===== config.mk =====
export PLATFORM = sky130hd
export DESIGN_NAME = alarm_slot_table
export DESIGN_NICKNAME = d
export VERILOG_FILES = /design/src/hdl/ast_pkg.sv /design/src/hdl/ast_ram.sv /design/src/hdl/ast_fifo.sv /design/src/hdl/ast_ctrl.sv /design/src/hdl/ast_dp.sv /design/src/hdl/alarm_slot_table.sv
export SDC_FILE = /design/constraint.sdc
export NUM_CORES = 2
export LEC_CHECK = 0
export BUFFER_PORTS_ARGS = -buffer_cell sky130_fd_sc_hd__buf_2
export CELL_PAD_IN_SITES_DETAIL_PLACEMENT = 1
export CELL_PAD_IN_SITES_GLOBAL_PLACEMENT = 1
export CORE_MARGIN = 4
export CORE_UTILIZATION = 55
export DETAILED_ROUTE_END_ITERATION = 10
export MAX_ROUTING_LAYER = met4
export PLACE_DENSITY_LB_ADDON = 0.1
export SLEW_MARGIN = 20
export SYNTH_ARGS = -nofsm -noshare
export SYNTH_HDL_FRONTEND = slang
export SYNTH_SLANG_ARGS = --single-unit

===== constraint.sdc =====
create_clock -name clk -period 8.4 [get_ports clk]
set_input_delay 0.42 -clock clk [delete_from_list [all_inputs] [get_ports clk]]
set_output_delay 0.42 -clock clk [all_outputs]
set_load 0.05 [all_outputs]

===== src/hdl/ast_pkg.sv =====
// shared types and constants of the alarm slot table
// used by every module of the block but ast_ram, and by the port checker
package ast_pkg;

  localparam int NUM_SLOTS_DEF = 8;
  localparam int MAX_RESULTS   = 8;
  localparam int FIFO_DEPTH    = 2 * MAX_RESULTS;
  localparam int FIFO_CW       = $clog2(FIFO_DEPTH + 1);
  localparam int FIRE_CW       = $clog2(MAX_RESULTS + 1);

  localparam int ID_W   = 56;
  localparam int TIME_W = 32;

  localparam logic [TIME_W-1:0] DAY_SECONDS = 32'd86400;

  typedef enum logic [1:0] {
    REQ_CREATE = 2'd0,
    REQ_REMOVE = 2'd1,
    REQ_CHECK  = 2'd2,
    REQ_UNUSED = 2'd3
  } req_t;

  typedef enum logic [2:0] {
    ST_UPDATED    = 3'd0,
    ST_CREATED    = 3'd1,
    ST_FULL       = 3'd2,
    ST_REMOVED    = 3'd3,
    ST_NOT_FOUND  = 3'd4,
    ST_FIRED      = 3'd5,
    ST_NONE_FIRED = 3'd6
  } status_t;

  typedef struct packed {
    status_t           status;
    logic [ID_W-1:0]   fired_id;
    logic              last;
  } result_t;

  typedef struct packed {
    logic [ID_W-1:0]   id;
    logic [TIME_W-1:0] due;
    logic              rep;
  } slot_t;

  // controller to datapath
  typedef struct packed {
    logic load;
    logic cmp_en;
    logic finish;
  } cmd_t;

  // datapath to controller
  typedef struct packed {
    logic fifo_room;
  } stat_t;

endpackage


===== src/hdl/ast_ram.sv =====
// generic simple dual port ram, one write and one registered read port
// no dependencies
module ast_ram #(
  parameter int WIDTH = 8,
  parameter int DEPTH = 8,
  localparam int AW = (DEPTH > 1) ? $clog2(DEPTH) : 1
) (
  input  logic             clk,
  input  logic             we,
  input  logic [AW-1:0]    waddr,
  input  logic [WIDTH-1:0] wdata,
  input  logic [AW-1:0]    raddr,
  output logic [WIDTH-1:0] rdata
);

  logic [WIDTH-1:0] mem [DEPTH];

  always_ff @(posedge clk) begin
    if (we) begin
      mem[waddr] <= wdata;
    end
    rdata <= mem[raddr];
  end

endmodule


===== src/hdl/ast_fifo.sv =====
// result queue between the slot scan and the output stream
// uses ast_pkg for the result word type
module ast_fifo #(
  parameter int DEPTH = ast_pkg::FIFO_DEPTH,
  localparam int PW = (DEPTH > 1) ? $clog2(DEPTH) : 1,
  localparam int CW = $clog2(DEPTH + 1)
) (
  input  logic              clk,
  input  logic              rst,
  input  logic              push,
  input  ast_pkg::result_t  push_data,
  input  logic              pop,
  output ast_pkg::result_t  head,
  output logic              not_empty,
  output logic [CW-1:0]     count
);

  ast_pkg::result_t entries [DEPTH];
  logic [PW-1:0]    wr_ptr;
  logic [PW-1:0]    rd_ptr;

  assign head      = entries[rd_ptr];
  assign not_empty = (count != '0);

  always_ff @(posedge clk) begin
    if (push) begin
      entries[wr_ptr] <= push_data;
    end
  end

  always_ff @(posedge clk) begin
    if (rst) begin
      wr_ptr <= '0;
      rd_ptr <= '0;
      count  <= '0;
    end else begin
      if (push) begin
        wr_ptr <= (wr_ptr == PW'(DEPTH - 1)) ? '0 : wr_ptr + PW'(1);
      end
      if (pop) begin
        rd_ptr <= (rd_ptr == PW'(DEPTH - 1)) ? '0 : rd_ptr + PW'(1);
      end
      case ({push, pop})
        2'b10:   count <= count + CW'(1);
        2'b01:   count <= count - CW'(1);
        default: count <= count;
      endcase
    end
  end

endmodule


===== src/hdl/ast_ctrl.sv =====
// request sequencer: accepts a request, walks the slots, then finishes it; the unused kind is dropped without a walk
// uses ast_pkg for the command and status structs
module ast_ctrl #(
  parameter int NUM_SLOTS = ast_pkg::NUM_SLOTS_DEF,
  localparam int AW = (NUM_SLOTS > 1) ? $clog2(NUM_SLOTS) : 1
) (
  input  logic              clk,
  input  logic              rst,
  input  logic              in_valid,
  input  ast_pkg::req_t     req_type,
  output logic              in_ready,
  input  ast_pkg::stat_t    stat,
  output ast_pkg::cmd_t     cmd,
  output logic [AW-1:0]     rd_addr,
  output logic [AW-1:0]     cmp_idx
);

  typedef enum logic [1:0] {
    IDLE,
    SCAN,
    TAIL,
    FINISH
  } state_t;

  state_t        state;
  logic [AW-1:0] idx;
  logic          cmp_en;
  logic          accept;

  assign in_ready   = (state == IDLE) && stat.fifo_room;
  assign accept     = in_valid && in_ready;
  assign rd_addr    = idx;
  assign cmd.load   = accept;
  assign cmd.cmp_en = cmp_en;
  assign cmd.finish = (state == FINISH);

  always_ff @(posedge clk) begin
    if (rst) begin
      state   <= IDLE;
      idx     <= '0;
      cmp_en  <= 1'b0;
      cmp_idx <= '0;
    end else begin
      cmp_en  <= (state == SCAN);
      cmp_idx <= idx;
      case (state)
        IDLE: begin
          idx <= '0;
          if (accept && req_type != ast_pkg::REQ_UNUSED) begin
            state <= SCAN;
          end
        end
        SCAN: begin
          if (idx == AW'(NUM_SLOTS - 1)) begin
            state <= TAIL;
          end else begin
            idx <= idx + AW'(1);
          end
        end
        TAIL: begin
          state <= FINISH;
        end
        FINISH: begin
          state <= IDLE;
        end
        default: begin
          state <= IDLE;
        end
      endcase
    end
  end

endmodule


===== src/hdl/ast_dp.sv =====
// slot table datapath: slot ram, occupancy bits, compare and update, result queue
// uses ast_pkg, ast_ram and ast_fifo
module ast_dp #(
  parameter int NUM_SLOTS = ast_pkg::NUM_SLOTS_DEF,
  localparam int AW = (NUM_SLOTS > 1) ? $clog2(NUM_SLOTS) : 1
) (
  input  logic                        clk,
  input  logic                        rst,
  input  ast_pkg::cmd_t               cmd,
  input  logic [AW-1:0]               rd_addr,
  input  logic [AW-1:0]               cmp_idx,
  input  ast_pkg::req_t               req_type,
  input  logic [ast_pkg::ID_W-1:0]    alarm_id,
  input  logic [ast_pkg::TIME_W-1:0]  alarm_time,
  input  logic                        repeat_flag,
  input  logic [ast_pkg::TIME_W-1:0]  now_time,
  output ast_pkg::stat_t              stat,
  output logic                        out_valid,
  input  logic                        out_ready,
  output ast_pkg::result_t            out_res
);

  localparam int CW = ast_pkg::FIFO_CW;
  localparam int FW = ast_pkg::FIRE_CW;

  ast_pkg::req_t               req_kind;
  logic [ast_pkg::ID_W-1:0]    req_id;
  logic [ast_pkg::TIME_W-1:0]  req_time;
  logic                        req_rep;
  logic [ast_pkg::TIME_W-1:0]  req_now;

  logic [NUM_SLOTS-1:0]        vbits;
  logic                        matched;
  logic                        empty_found;
  logic [AW-1:0]               empty_idx;
  logic                        pend_valid;
  logic [ast_pkg::ID_W-1:0]    pend_id;
  logic [FW-1:0]               fire_count;

  ast_pkg::slot_t              rd_slot;
  ast_pkg::slot_t              wr_slot;
  logic                        we;
  logic [AW-1:0]               waddr;
  logic                        occupied;
  logic                        hit;
  logic                        due_hit;
  logic                        id_zero;
  logic                        push;
  ast_pkg::result_t            push_data;
  logic [CW-1:0]               fifo_count;

  assign occupied = vbits[cmp_idx];
  assign id_zero  = (req_id == '0);
  assign hit      = cmd.cmp_en && occupied && (rd_slot.id == req_id);
  assign due_hit  = cmd.cmp_en && occupied && (rd_slot.due <= req_now)
                    && (fire_count < FW'(ast_pkg::MAX_RESULTS));

  assign stat.fifo_room = (fifo_count <= CW'(ast_pkg::FIFO_DEPTH - ast_pkg::MAX_RESULTS));

  ast_ram #(
    .WIDTH ($bits(ast_pkg::slot_t)),
    .DEPTH (NUM_SLOTS)
  ) u_ram (
    .clk   (clk),
    .we    (we),
    .waddr (waddr),
    .wdata (wr_slot),
    .raddr (rd_addr),
    .rdata (rd_slot)
  );

  ast_fifo #(
    .DEPTH (ast_pkg::FIFO_DEPTH)
  ) u_fifo (
    .clk       (clk),
    .rst       (rst),
    .push      (push),
    .push_data (push_data),
    .pop       (out_valid && out_ready),
    .head      (out_res),
    .not_empty (out_valid),
    .count     (fifo_count)
  );

  // ram writes and result pushes
  always_comb begin
    we        = 1'b0;
    waddr     = cmp_idx;
    wr_slot   = '{id: req_id, due: req_time, rep: req_rep};
    push      = 1'b0;
    push_data = '{status: ast_pkg::ST_NOT_FOUND, fired_id: '0, last: 1'b1};
    case (req_kind)
      ast_pkg::REQ_CREATE: begin
        if (hit) begin
          we = 1'b1;
        end
        if (cmd.finish) begin
          push = 1'b1;
          if (id_zero) begin
            push_data.status = ast_pkg::ST_NOT_FOUND;
          end else if (matched) begin
            push_data.status = ast_pkg::ST_UPDATED;
          end else if (empty_found) begin
            push_data.status = ast_pkg::ST_CREATED;
            we               = 1'b1;
            waddr            = empty_idx;
          end else begin
            push_data.status = ast_pkg::ST_FULL;
          end
        end
      end
      ast_pkg::REQ_REMOVE: begin
        if (cmd.finish) begin
          push             = 1'b1;
          push_data.status = (matched && !id_zero) ? ast_pkg::ST_REMOVED
                                                   : ast_pkg::ST_NOT_FOUND;
        end
      end
      ast_pkg::REQ_CHECK: begin
        if (due_hit && rd_slot.rep) begin
          we      = 1'b1;
          wr_slot = '{id: rd_slot.id, due: rd_slot.due + ast_pkg::DAY_SECONDS, rep: 1'b1};
        end
        if (due_hit && pend_valid) begin
          push      = 1'b1;
          push_data = '{status: ast_pkg::ST_FIRED, fired_id: pend_id, last: 1'b0};
        end
        if (cmd.finish) begin
          push = 1'b1;
          if (pend_valid) begin
            push_data = '{status: ast_pkg::ST_FIRED, fired_id: pend_id, last: 1'b1};
          end else begin
            push_data = '{status: ast_pkg::ST_NONE_FIRED, fired_id: '0, last: 1'b1};
          end
        end
      end
      default: begin
        we   = 1'b0;
        push = 1'b0;
      end
    endcase
  end

  // latched request word
  always_ff @(posedge clk) begin
    if (cmd.load) begin
      req_kind <= req_type;
      req_id   <= alarm_id;
      req_time <= alarm_time;
      req_rep  <= repeat_flag;
      req_now  <= now_time;
    end
  end

  // per request scan state and slot occupancy
  always_ff @(posedge clk) begin
    if (rst) begin
      vbits       <= '0;
      matched     <= 1'b0;
      empty_found <= 1'b0;
      empty_idx   <= '0;
      pend_valid  <= 1'b0;
      pend_id     <= '0;
      fire_count  <= '0;
    end else if (cmd.load) begin
      matched     <= 1'b0;
      empty_found <= 1'b0;
      pend_valid  <= 1'b0;
      fire_count  <= '0;
    end else begin
      case (req_kind)
        ast_pkg::REQ_CREATE: begin
          if (hit) begin
            matched <= 1'b1;
          end
          if (cmd.cmp_en && !occupied && !empty_found) begin
            empty_found <= 1'b1;
            empty_idx   <= cmp_idx;
          end
          if (cmd.finish && !id_zero && !matched && empty_found) begin
            vbits[empty_idx] <= 1'b1;
          end
        end
        ast_pkg::REQ_REMOVE: begin
          if (hit) begin
            matched        <= 1'b1;
            vbits[cmp_idx] <= 1'b0;
          end
        end
        ast_pkg::REQ_CHECK: begin
          if (due_hit) begin
            pend_valid <= 1'b1;
            pend_id    <= rd_slot.id;
            fire_count <= fire_count + FW'(1);
            if (!rd_slot.rep) begin
              vbits[cmp_idx] <= 1'b0;
            end
          end
        end
        default: begin
          matched <= matched;
        end
      endcase
    end
  end

endmodule


===== src/hdl/alarm_slot_table.sv =====
// alarm slot table top level: stream ports, controller and datapath
// uses ast_pkg, ast_ctrl and ast_dp
//
// Requests arrive as words on the s_ group: s_tuser carries the request kind
// (create or update, remove, check), s_tdata the alarm id, due time, repeat
// flag and current time. Results leave as words on the m_ group; m_tlast
// marks the final result of a request. Create, update and remove give one
// status word. A check gives one fired word per due slot (at most MAX_RESULTS),
// in slot order, or a single none fired word.
// An accepted request walks the slots in SCAN, compares the last slot in TAIL
// and pushes its last result into the output queue in FINISH; the slot walk
// reads one slot per cycle from the slot ram. A new request is taken only back
// in IDLE and with room in the queue, while earlier results may still queue.
// Unused request kind 3 is taken and dropped without a slot walk.
// A result queue of twice the largest result burst decouples the output; a
// stalled receiver only stops new requests once the queue lacks room for a
// full burst. Reset empties every slot through per slot occupancy bits and
// flushes the queue; the block is ready in the cycle after reset.
module alarm_slot_table #(
  parameter int NUM_SLOTS = ast_pkg::NUM_SLOTS_DEF,
  localparam int AW = (NUM_SLOTS > 1) ? $clog2(NUM_SLOTS) : 1
) (
  input  logic         clk,
  input  logic         rst,
  input  logic         s_tvalid,
  output logic         s_tready,
  input  logic [127:0] s_tdata,   // alarm_id, alarm_time, repeat_flag, now_time
  input  logic [1:0]   s_tuser,   // req_type
  output logic         m_tvalid,
  input  logic         m_tready,
  output logic [63:0]  m_tdata,   // status, fired_id
  output logic         m_tlast    // last
);

  ast_pkg::cmd_t    cmd;
  ast_pkg::stat_t   stat;
  ast_pkg::req_t    req_type;
  ast_pkg::result_t res;
  logic [AW-1:0]    rd_addr;
  logic [AW-1:0]    cmp_idx;

  assign req_type = ast_pkg::req_t'(s_tuser);
  assign m_tdata  = {5'b0, res.fired_id, res.status};
  assign m_tlast  = res.last;

  ast_ctrl #(
    .NUM_SLOTS (NUM_SLOTS)
  ) u_ctrl (
    .clk      (clk),
    .rst      (rst),
    .in_valid (s_tvalid),
    .req_type (req_type),
    .in_ready (s_tready),
    .stat     (stat),
    .cmd      (cmd),
    .rd_addr  (rd_addr),
    .cmp_idx  (cmp_idx)
  );

  ast_dp #(
    .NUM_SLOTS (NUM_SLOTS)
  ) u_dp (
    .clk         (clk),
    .rst         (rst),
    .cmd         (cmd),
    .rd_addr     (rd_addr),
    .cmp_idx     (cmp_idx),
    .req_type    (req_type),
    .alarm_id    (s_tdata[55:0]),
    .alarm_time  (s_tdata[87:56]),
    .repeat_flag (s_tdata[88]),
    .now_time    (s_tdata[120:89]),
    .stat        (stat),
    .out_valid   (m_tvalid),
    .out_ready   (m_tready),
    .out_res     (res)
  );

endmodule


# After elaboration in Yosys (flattened, before gate mapping)
# Memory sizes are Yosys's and may differ from the RTL's. A register that Yosys moved wholly into a read port is not among the register bits.
# Index checks and enable logic that the tools add are counted.
word_totals:
  mem_bits_rw: 1672
  out_inout_bits: 67
  ff_bits: 219
  n_memories: 2
  elab_cells: 151
  inputBits: 134
op_classes:
  order_cmp: 7
  n_reduce_logical: 39
  n_mux: 54
  eq_ne: 19
  n_addsub: 7
  n_bitwise: 4
mem_list:
  columns: ["name", "words", "width", "read_ports", "rd_clocked_by_memory_dff", "write_ports", "line", "rtl"]
  rows:
  - ["u_dp.u_fifo.entries", 16, 60, 1, 1, 1, "ast_fifo.sv:18", "ast_pkg::result_t entries [DEPTH];"]
  - ["u_dp.u_ram.mem", 8, 89, 1, 1, 1, "ast_ram.sv:16", "logic [WIDTH-1:0] mem [DEPTH];"]
ops:
  columns: ["operator", "count"]
  rows:
  - ["$mux 89", 2]
  - ["$mux 59", 2]
  - ["$mux 58", 1]
  - ["$mux 57", 1]
  - ["$eq 56x56->1", 1]
  - ["$logic_not 56->1", 1]
  - ["$mux 3", 11]
  - ["$add 32x17->32 const B", 1]
  - ["$le 32x32->1", 1]
  - ["$mux 8", 4]
  - ["$pmux 8 s3", 1]
  - ["$logic_and 1x1->1", 18]
  - ["$mux 1", 16]
  - ["$mux 4", 4]
  - ["$add 4x1->4 const B", 3]
  - ["$ne 2x2->1 const B", 5]
  - ["$pmux 5 s2", 1]
  - ["$reduce_and 2->1", 5]
  - ["$pmux 3 s3", 1]
  - ["$and 8x8->8", 1]
  - ["$eq 2x2->1 const B", 4]
  - ["$eq 4x4->1 const B", 2]
  - ["$lt 3x4->1 const B", 2]
  - ["$not 8->8", 1]
  - ["25 further kinds", 41]

# Logic depth before layout (Yosys ltp)
logic_depth:
  depth_word: 12
  ltp_mapped: 18
  depth_no_buf: 16

# Modules after synthesis
# From an unflattened synthesis, not the netlist that was laid out.
unflattened:
  cells_unflattened: 3666
  hier_area_um2: 76045.4
by_module_without_submodules:
  columns: ["mod", "area_each_um2", "seq_area_each_um2", "cells_per_inst", "n_inst"]
  rows:
  - ["ast_fifo", 36764.0, 29168.0, 1580, 1]
  - ["ast_ram", 28611.2, 23162.2, 1131, 1]
  - ["ast_dp", 10206.0, 5175.0, 905, 1]
  - ["ast_ctrl", 422.9, 180.2, 44, 1]
  - ["alarm_slot_table", 41.3, 0.0, 6, 1]

# Worst setup path before layout
# No wires, ideal clock.
synth_timing:
  path_type: "flip-flop to flip-flop"
  start: "reg u_dp.req_now[14] in the netlist's numbering"
  end: "mem u_dp.u_ram.mem[5][0] in the netlist's numbering, enable pin"
  path_buffers: 0
  setup_slack_ns: 1.103
  required_time_ns: 7.834
  path_stages_with_launch: 11
  arrival_time_ns: 6.731
  period_less_slack_ns: 7.297
  setup_ns: 0.566
  cell_sequence: "edfxtp_1 inv_1 ha_1 nand4_1 or4_1 o21ai_0 o21ai_1 nor4_4 and2_1 a21oi_1 a21oi_1"
synth_via:
  elab_chain_len: 8
synth_rtl:
  columns: ["item", "line", "rtl"]
  rows:
  - ["from (decl)", "ast_dp.sv:30", "logic [ast_pkg::TIME_W-1:0] req_now;"]
  - ["from (signal assigned)", "ast_dp.sv:151", "req_now <= now_time;"]
  - ["$le 32x32->1", "ast_dp.sv:55", "assign due_hit = cmd.cmp_en && occupied && (rd_slot.due <= req_now)"]
  - ["$logic_and 1x1->1", "ast_dp.sv:55", null]
  - ["$logic_and 1x1->1", "ast_dp.sv:56", "&& (fire_count < FW'(ast_pkg::MAX_RESULTS));"]
  - ["$logic_and 1x1->1", "ast_dp.sv:120", "if (due_hit && rd_slot.rep) begin"]
  - ["$mux 1", "ast_dp.sv:120", null]
  - ["$pmux 1 s2", "ast_dp.sv:92", "case (req_kind)"]
  - ["$mux 1", "ast_ram.sv:19", "if (we) begin"]
  - ["$mux 1 (implied by the code)", "ast_ram.sv:20", "mem[waddr] <= wdata;"]
  - ["to (decl)", "ast_ram.sv:16", null]
# No other way between the ends.

# Final worst setup path
layout_timing:
  start: "reg u_dp.req_now[14] in the netlist's numbering"
  end: "mem u_dp.u_ram.mem[1][58] in the netlist's numbering, enable pin"
# The elaborated chain is that of the path after synthesis.

==> flow_metrics.py <==
metrics = {
    "status": {
        "status": "finished clean",
    },
    "yosys": {
        "synthArstFlopShare": 0,
        "synth.avg_cell_area_um2": 21.3,
        "synth_seq_area_share": 0.760,
        "ys.flop_type": "edfxtp_1",
        "yosysMostFrequentCell": "edfxtp_1",
        "synth_area_leaders": "edfxtp_1 71%, mux4_2 14%, dfxtp_1 5.0%, mux2_2 2.0%, mux2i_1 0.88%",
        "ys_top_cells_by_count": "1795 x edfxtp_1, 479 x mux4_2, 189 x dfxtp_1",
        "syn_area_um2": 75900,
        "ys_ff_latch": 1984,
        "yosys.area.top_type": "edfxtp_1",
        "synth_edf_count": 1795,
        "synth_cell_types": 70,
        "netlist.area_leader.share": 0.710,
        "synthCells": 3559,
        "ys_warn_count": 0,
    },
    "clock_tree": {
        "hold_buffers": 124,
        "clock_latency_ps": 820,
        "clock_path_buffers": 3,
        "cts_root_buf": "clkbuf_16",
        "cts.clk_slew.worst_paths_ps": 60,
        "cts_tree": "built",
        "post_cts_buffers": 0,
        "htreeDepth": 4,
        "post_cts_resized": 0,
        "clock_sinks": 1984,
        "cts_buffers": 196,
    },
    "place": {
        "dpl-instance-area_um2": 79300,
        "post-place-ws_ps": 2310,
        "portBuffers": 188,
        "dp.cells": 5441,
        "hpwlAfterDp_um": 101000,
        "gp_congestion": 0.834,
    },
    "final_layout": {
        "finalNonFillerCells": 5931,
        "drive_gt1_frac": 0.288,
        "nFillCells": 11027,
        "nNetsFinal": 4156,
        "design_area_um2": 86900,
        "diodes": 0,
        "final_util": 0.633,
        "synthToLayoutAreaGrowth_pct": 14.5,
    },
    "timing": {
        "slew_violations": 0,
        "rsz0062_at_grt": "false",
        "setup-violations-final": 0,
        "finalSetupTns_ps": 0,
        "fmax_ghz": 0.160,
        "setup_slack_ps": 2130,
        "hold_viol_final": 0,
        "final.setup_skew_ps": 34.3,
        "fin_crit_ps": 6270,
        "slew_headroom": 0.228,
        "max_slew.worst_pin.slew_ps": 1160,
        "finalCritPeriodShare": 0.746,
    },
    "drt": {
        "viasPerCell": 6.17,
        "routed_wl_um": 184000,
        "wire_per_inst_um": 31.0,
        "drt-initial-drc-count": 3591,
        "ant_nets": 0,
        "vias": 36582,
        "drc": 0,
        "drt-pass1-iter-count": 5,
    },
    "global_route": {
        "grt_start_max_net_pins": 166,
        "grt-ovfl-total": 0,
        "antenna_found_initial": 6,
        "grt_pass1_vias": 39648,
        "grtUsageTotal": 0.270,
        "grt_pass1_wl_um": 272000,
    },
    "floorplanning": {
        "ios": 201,
        "die_w_um": 379,
        "die_area_um2": 144000,
        "start_util": 0.553,
        "core_um2": 137000,
        "rows": 136,
        "die_h_um": 379,
    },
    "worst_setup_path": {
        "reg2regPathDepth": 11,
        "cp.arrival_ps": 6700,
        "timing.rr.start": "u_dp.req_now[14]",
        "critPathLaunchType": "flop",
        "critPathMaxFanout": 24,
        "endpoint_kind": "flop",
        "reg2reg_to": "u_dp.u_ram.mem[1][58]",
        "cp.required_ps": 8830,
        "r2r_slack_ps": 2130,
        "crit_type": "reg -> reg",
    },
    "hold_path": {
        "hold_path_end": "u_dp.req_time[28]",
        "min_from": "s_tvalid",
        "min_path_cells": 2,
        "hold_class": "in -> reg",
    },
    "power": {
        "powerDensity_nw_per_um2": 255,
        "ir_worst_vdd_uv": 215,
        "power.leakage_nw": 26.0,
    },
    "run": {
        "drv_cap": 0,
    },
}
logic make-up (layout without fill, tap and decap cells):
kind of cell               Yosys count  after routing  synth area share
muxes                              694            694             0.173
buffers and inverters              222            796            0.0121
adders and majority gates           53             53           0.00874
AOI/OAI and AO/OA                  125            125            0.0103
and+or+nand+nor                    392            392            0.0256
xor gates and xnor gates            88             88            0.0102
other                                1              5         0.0000494
DFF                               1984           1984             0.760
state kept, by name, indices dropped and copies added, names as in the netlist, 8 cells and up, named ones only:
name,flops
u_dp.pend_id,56
u_dp.req_id,56
u_dp.req_now,32
u_dp.req_time,32
u_dp.u_fifo.entries,960
u_dp.u_ram.mem,712
u_dp.u_ram.rdata,89
u_dp.vbits,8
final cells by class:
type / instances / area, um2 / share of cell area
inverter: 52 / 195 / 0.00225
tap: 1794 / 2240 / 0.0258
clock buffer: 275 / 5530 / 0.0636
multi-input combinational: 1357 / 17500 / 0.201
sequential: 1984 / 57700 / 0.664
clock inverter: 91 / 862 / 0.00992
timing repair buffer: 378 / 2870 / 0.0330
layout by cell type (no fill, tap or decap), drive strengths merged, types with 44 or more instances in the layout:
| cell | count |
|---|---|
| nand2 | 91 |
| clkinv | 67 |
| mux2 | 148 |
| dlygate4sd3 | 124 |
| xor2 | 70 |
| dfxtp | 189 |
| mux2i | 67 |
| mux4 | 479 |
| ha | 53 |
| edfxtp | 1795 |
| clkbuf | 275 |
| and2 | 59 |
| inv | 56 |
| o21ai | 44 |
| buf | 254 |
| nor2 | 123 |
metal layers:
layer | up-vias | track usage | part of all wire
met5 | - | - | 0
met4 | 0 | 0.0836 | 0.030
met3 | 297 | 0.0368 | 0.052
met2 | 1223 | 0.442 | 0.51
met1 | 19642 | 0.360 | 0.41
li1 | 15420 | - | -
critical path, cell delays in order, from the launching register on:
cell      delay [ps]
edfxtp_1         330
inv_1             50
ha_1             330
nand4_1          230
or4_1            770
o21ai_0          640
o21ai_1          260
nor4_4           660
and2_1           840
a21oi_2          370
nor2_4           800
buf_4            540
worst max path at each step:
stage	startpoint	endpoint	slack [ps]	cells past startpoint
finish	u_dp.req_now[14]	u_dp.u_ram.mem[1][58]	2130	11
global route	u_dp.req_now[14]	u_dp.u_ram.mem[1][62]	1970	11
CTS	u_dp.u_ram.rdata[14]	u_dp.u_ram.mem[1][62]	2240	10
detailed placement	u_dp.u_ram.rdata[16]	u_dp.u_ram.mem[1][52]	2310	10
global placement	u_dp.u_ram.rdata[16]	u_dp.u_ram.mem[1][56]	2460	10
floorplan	u_dp.req_now[14]	u_dp.u_ram.mem[5][0]	1100	10
metrics by stage:
stage	hold WS [ps]	total power [mW]
floorplan	425	13.0
global placement	443	13.5
detailed placement	445	13.6
CTS	84.2	22.3
global route	115	22.9
finish	149	22.1
report_power, final:
group | leakage, nW | switching [mW] | internal [mW]
clock | 3.12 | 3.66 | 5.02
sequential | 16.4 | 0.356 | 11.2
combinational | 6.55 | 1.06 | 0.838
total | 26.0 | 5.08 | 17.1
No activity file was read; power rests on OpenSTA's default activity.
